===== config.mk =====
export PLATFORM = sky130hd
export DESIGN_NAME = spa_qmul
export DESIGN_NICKNAME = d
export VERILOG_FILES = /design/src/sv/spa_pkg.sv /design/src/sv/spa_qmul.sv
export SDC_FILE = /design/constraint.sdc
export NUM_CORES = 2
export LEC_CHECK = 0
export BUFFER_PORTS_ARGS = -buffer_cell sky130_fd_sc_hd__buf_2
export CAP_MARGIN = 20
export CORE_MARGIN = 5
export CORE_UTILIZATION = 40
export DETAILED_ROUTE_END_ITERATION = 10
export PLACE_DENSITY = 0.64
export SLEW_MARGIN = 30
export SYNTH_ARGS = -nofsm -noshare
export SYNTH_HDL_FRONTEND = slang
export SYNTH_SLANG_ARGS = --single-unit
export TNS_END_PERCENT = 30

===== constraint.sdc =====
create_clock -name clk -period 11.63 [get_ports clk]
set_input_delay 1.163 -clock clk [delete_from_list [all_inputs] [get_ports clk]]
set_output_delay 1.163 -clock clk [all_outputs]
set_load 0.02 [all_outputs]

===== src/sv/spa_pkg.sv =====
// ----------------------------------------------------------------------------
// spa_pkg: shared types and constants
// Operation codes, saturation bounds and the saturated result word for the arithmetic unit.
// ----------------------------------------------------------------------------
package spa_pkg;

  localparam logic [1:0] OP_ADD = 2'd0;
  localparam logic [1:0] OP_SUB = 2'd1;
  localparam logic [1:0] OP_MUL = 2'd2;

  localparam logic signed [31:0] SAT_MAX = 32'sh7FFF_FFFF;
  localparam logic signed [31:0] SAT_MIN = 32'sh8000_0000;

  typedef struct packed {
    logic signed [31:0] value;
    logic               sat;
  } sat_t;

  function automatic sat_t sat33(input logic signed [32:0] v);
    sat_t r;
    r.sat = 1'b0;
    r.value = v[31:0];
    if (v > 33'sh0_7FFF_FFFF) begin
      r.value = SAT_MAX;
      r.sat = 1'b1;
    end else if (v < -33'sh0_8000_0000) begin
      r.value = SAT_MIN;
      r.sat = 1'b1;
    end
    return r;
  endfunction

endpackage


===== src/sv/spa_qmul.sv =====
// ----------------------------------------------------------------------------
// spa_qmul: Q16.16 multiplier
// Registered signed 32x32 product, truncated toward zero by 2^16, saturated.
// ----------------------------------------------------------------------------
module spa_qmul (
  input  logic               clk,
  input  logic signed [31:0] a,
  input  logic signed [31:0] b,
  output spa_pkg::sat_t      res
);

  logic signed [63:0] prod_r;
  logic signed [63:0] adj;
  logic signed [47:0] q;

  always_ff @(posedge clk) begin
    prod_r <= a * b;
  end

  always_comb begin
    adj = prod_r + (prod_r[63] ? 64'sd65535 : 64'sd0);
    q = adj[63:16];
    res.sat = 1'b0;
    res.value = q[31:0];
    if (q > 48'sh0000_7FFF_FFFF) begin
      res.value = spa_pkg::SAT_MAX;
      res.sat = 1'b1;
    end else if (q < -48'sh0000_8000_0000) begin
      res.value = spa_pkg::SAT_MIN;
      res.sat = 1'b1;
    end
  end

endmodule


# == After elaboration in Yosys (flattened, before gate mapping) ==
# Index checks and enable logic that the tools add are counted.
# word_totals
reg_bits,64
# op_classes
n_addsub,1
n_mul,1
order_cmp,2
muxes,3
# op_table
cell,n
$mux 33,2
$add 64x17->64,1
$mul 32x32->64,1
$gt 48x32->1 const B,1
$lt 48x32->1 const B,1
$mux 16,1

# == Logic depth before layout (Yosys ltp) ==
# depth
depth_word,5
mapped_depth,30
ltp_nobuf,29

# == Least setup slack after synthesis ==
# OpenSTA, ideal clock, no wires.
# synth_timing
path_type,input port to flip-flop
start,in b[3]
end,reg prod_r[62]
setup_time_ns,0.136
arrival_ns,8.283
required_time_ns,11.494
slack_ns,3.211
stages,27
n_path_buf,1
path_cell_list,clkbuf_1 nand2_1 fa_1 fa_1 inv_1 fa_1 fa_1 inv_1 fa_1 inv_1 fa_1 inv_1 fa_1 inv_1 fa_1 ha_1 a21oi_1 nor2b_1 o21ai_0 nand2b_1 a21oi_1 nor2_1 o21ai_0 nand2b_1 a211oi_1 o41ai_1 xor2_1
# synth_between
elab_chain_cells,1
# synth_lines
element,line_no,source
from (decl),spa_qmul.sv:8,"input logic signed [31:0] b,"
$mul 32x32->64,spa_qmul.sv:17,prod_r <= a * b;
to (signal assigned),spa_qmul.sv:17,
to (decl),spa_qmul.sv:12,logic signed [63:0] prod_r;
# No other way between the ends.

# == Worst setup path after layout ==
# layout_timing
start,in b[3]
end,reg prod_r[57]
# Same word-level chain as after synthesis.

==> impl_results.md <==
- Status: complete, no violations
- Post-synth EDFFs: 0
- Synth Area in Adders: 62.4%
- Cell mode on critical path: fa_1
- Fin crit period: 9.48 ns
- Setup Fix Bufs, Post-CTS: 0
- CTS resizes: 0
- Async S/R FF share, synth: 0%
- Final hold vios: 0
- Top Ports: between 90 and 100
- Max Slew Vio Count: 0
- Num rows: 114
- Synth Area in Simple Gates: 15.8%
- CP peak stage delay: 1.04 ns
- Largest net degree at the start of global routing: 33
- Most common cell after layout, fill and taps aside: fa_1
- First-pass GRT wire length: about 170 mm
- Delay-heaviest family, CP: adder cells
- Post-synthesis compound-gate area fraction: under 10%
- CTS Buf Count: 9
- Max Fclk: 105 MHz
- Max Root-Sink Buffers: 2
- Crit path to: prod_r[57]
- Register bank with the most flops: prod_r
- Total Neg Setup Slack: 0 ns
- Max-slew headroom: 38.0%
- Nets: 5407
- Critical-path cell list: buf_2 > nand2_1 > fa_1 > fa_1 > inv_1 > fa_1 > fa_1 > inv_1 > fa_1 > inv_1 > fa_1 > fa_1 > fa_1 > ha_1 > nand2_1 > nor2_1 > nand2_1 > o41ai_1 > a221oi_1 > o31ai_1 > xor2_1
- HPWL after DPL: 81.8 mm
- Crit Path Max Fanout: 32
- GRT Residual Overflow: 0
- Post-synth top flop: dfxtp_1
- Drt pass-1 iters: 5
- Synthesized area: 38700 um^2
- Post-synthesis area per instance: a little over 9 um^2
- Cells after Synth: 4144
- CP Depth: 21
- Most frequent cells in the layout: fa_1 (1082), inv_1 (1016), nand2_1 (554), and2_1 (494), ha_1 (199)
- HP Class: input port to flop
- Multiplexer share of the synthesized area: 0%
- Initial antenna violation count: 6
- Number of global-route vias before repair: 30500
- Share of layout cells above drive strength 1: 3.79%
- WL final: between 90 and 100 mm
- Worst Max-Slew Pin Slew: between 0.9 and 1 ns
- Critical path class: input port to flop
- # setup viols final: 0
- Max H-tree Level: 3
- Worst-path clk slew: 0.06 ns
- Root buf cell: clkbuf_16
- Final worst path period share: 81.5%
- CP required: 11.89 ns
- Syn-to-layout area delta: 4.47%
- Largest family of logic cells by synthesized area: adder cells
- Post-Synth XOR/XNOR Area: 2.38%
- Core ar.: 96300 um^2
- Bufs and invs on worst path: 4
- Crit path max-delay cell type: fa_1
- PortBufs: 97
- Maxcap violations: 0
- Unique masters post-synth: 59
- Worst setup EP type: flop
- Wire per inst: about 19 um
- Iteration-0 DRC Markers: 1407
- Sequential element share of the synthesized area: ~3.3%
- Via count: 26900
- Drt via density: 5.03
- Cts hold-fix bufs: 0
- Die width: 321 um
- Routed Antenna Nets: 0
- Synth Net Count: about 5500
- Die Height: about 320 um
- GRT Total Usage: 20.2%
- Initial core utilization: 40.2%
- # fillers: 9523
- CTS tree: done
- Critical Path Source: b[3]
- Biggest regs: prod_r: 64 flops
- Gp weighted congestion: 0.884
- RSZ-0062 raised after global routing: false
- Max FFs per register: 64
- Startpoint types: input port
- Clock sinks: between 60 and 70
- DRC viols: 0
- Synthesized flop and latch total: 64
- Synth Warn #: 0
- Die area: 103000 um^2
- Critical Path AT: 9.74 ns
[Yosys cell counts (2+ instances only)]
library cell | number | area [um^2]
o31ai_1 | 5 | 37.5
nor2b_1 | 7 | 43.8
xor2_1 | 47 | 412
dfxtp_1 | 64 | 1280
nand4_1 | 18 | 113
nand3_1 | 20 | 100
nand2_1 | 554 | 2080
o21ai_1 | 28 | 140
o211ai_1 | 3 | 22.5
nor4_1 | 7 | 43.8
and2_2 | 3 | 22.5
nand2b_1 | 17 | 106
a31o_2 | 3 | 26.3
a31oi_1 | 3 | 18.8
o311ai_0 | 2 | 17.5
a21oi_1 | 64 | 320
xnor2_1 | 58 | 508
fa_1 | 1082 | 21700
o41ai_1 | 2 | 17.5
buf_2 | 2 | 10.0
o31ai_4 | 2 | 42.5
clkbuf_1 | 202 | 758
buf_6 | 4 | 45.0
a221o_1 | 4 | 40.0
ha_1 | 199 | 2490
a21o_1 | 44 | 330
o22ai_1 | 2 | 12.5
nor2_1 | 66 | 248
a2111oi_0 | 3 | 26.3
a221oi_1 | 5 | 43.8
a211oi_1 | 10 | 75.1
and2_1 | 494 | 3090
o21ai_0 | 39 | 195
and3_1 | 11 | 68.8
inv_1 | 1016 | 3810
a211o_1 | 2 | 17.5
a21boi_0 | 3 | 22.5
nor3_1 | 8 | 40.0
and3_2 | 4 | 30.0
o21a_1 | 7 | 52.6
o21bai_1 | 8 | 60.1
and4_1 | 5 | 43.8
[cells by family after synthesis]
| kind of cell | after synthesis |
|---|---|
| AND/OR/NAND/NOR | 1222 |
| buffers and inverters | 1225 |
| adder cells (fa/ha/maj) | 1281 |
| flip-flops | 64 |
| AO/OA/AOI/OAI | 247 |
| XOR/XNOR | 105 |
[stage by stage]
step | utilization [%] | hold slack, ns | std cells | worst slack [ns] | instance area (um^2)
2_1_floorplan | - | 1.29 | 4144 | 3.21 | 38700
3_3_place_gp | 41.6 | 1.79 | 5325 | 1.86 | 40100
3_5_place_dp | 41.6 | 1.78 | 5325 | 1.91 | 40100
4_1_cts | 41.9 | 1.42 | 5341 | 2.26 | 40400
5_1_grt | 42.0 | 1.46 | 5344 | 1.69 | 40400
6_report | 42.0 | 1.44 | 5347 | 2.15 | 40400
[worst min path at each step]
| stage | startpoint | endpoint | slack [ns] | depth (start not counted) |
|---|---|---|---|---|
| floorplan | a[0] | prod_r[0] | 1.29 | 1 |
| global placement | b[0] | prod_r[0] | 1.79 | 2 |
| global route | b[0] | prod_r[0] | 1.46 | 2 |
| detailed placement | b[0] | prod_r[0] | 1.78 | 2 |
| finish | b[0] | prod_r[0] | 1.44 | 2 |
| CTS | b[0] | prod_r[0] | 1.42 | 2 |
[metal layers]
metal	GRT usage, %	vias to the layer above	routed length (um)	share of wire, %
met3	2.16	190	4800	4.8
met2	37.2	768	51900	52
met1	25.2	14200	39000	39
met5	0	-	0	0
li1	-	11700	-	-
met4	5.93	0	3670	3.7
[final cells by class]
class / count / area [um^2] / area share (%)
Antenna cell: 5 / 12.5 / 0.0310
Clock buffer: 10 / 239 / 0.591
Clock inverter: 6 / 68.8 / 0.170
Inverter: 1016 / 3810 / 9.44
Multi-Input combinational cell: 2855 / 32800 / 81.1
Sequential cell: 64 / 1280 / 3.17
Tap cell: 1276 / 1600 / 3.95
Timing Repair Buffer: 115 / 624 / 1.55
Power is not shown: default switching activity piles up to over one toggle a cycle in this logic, so the estimate is an artifact.
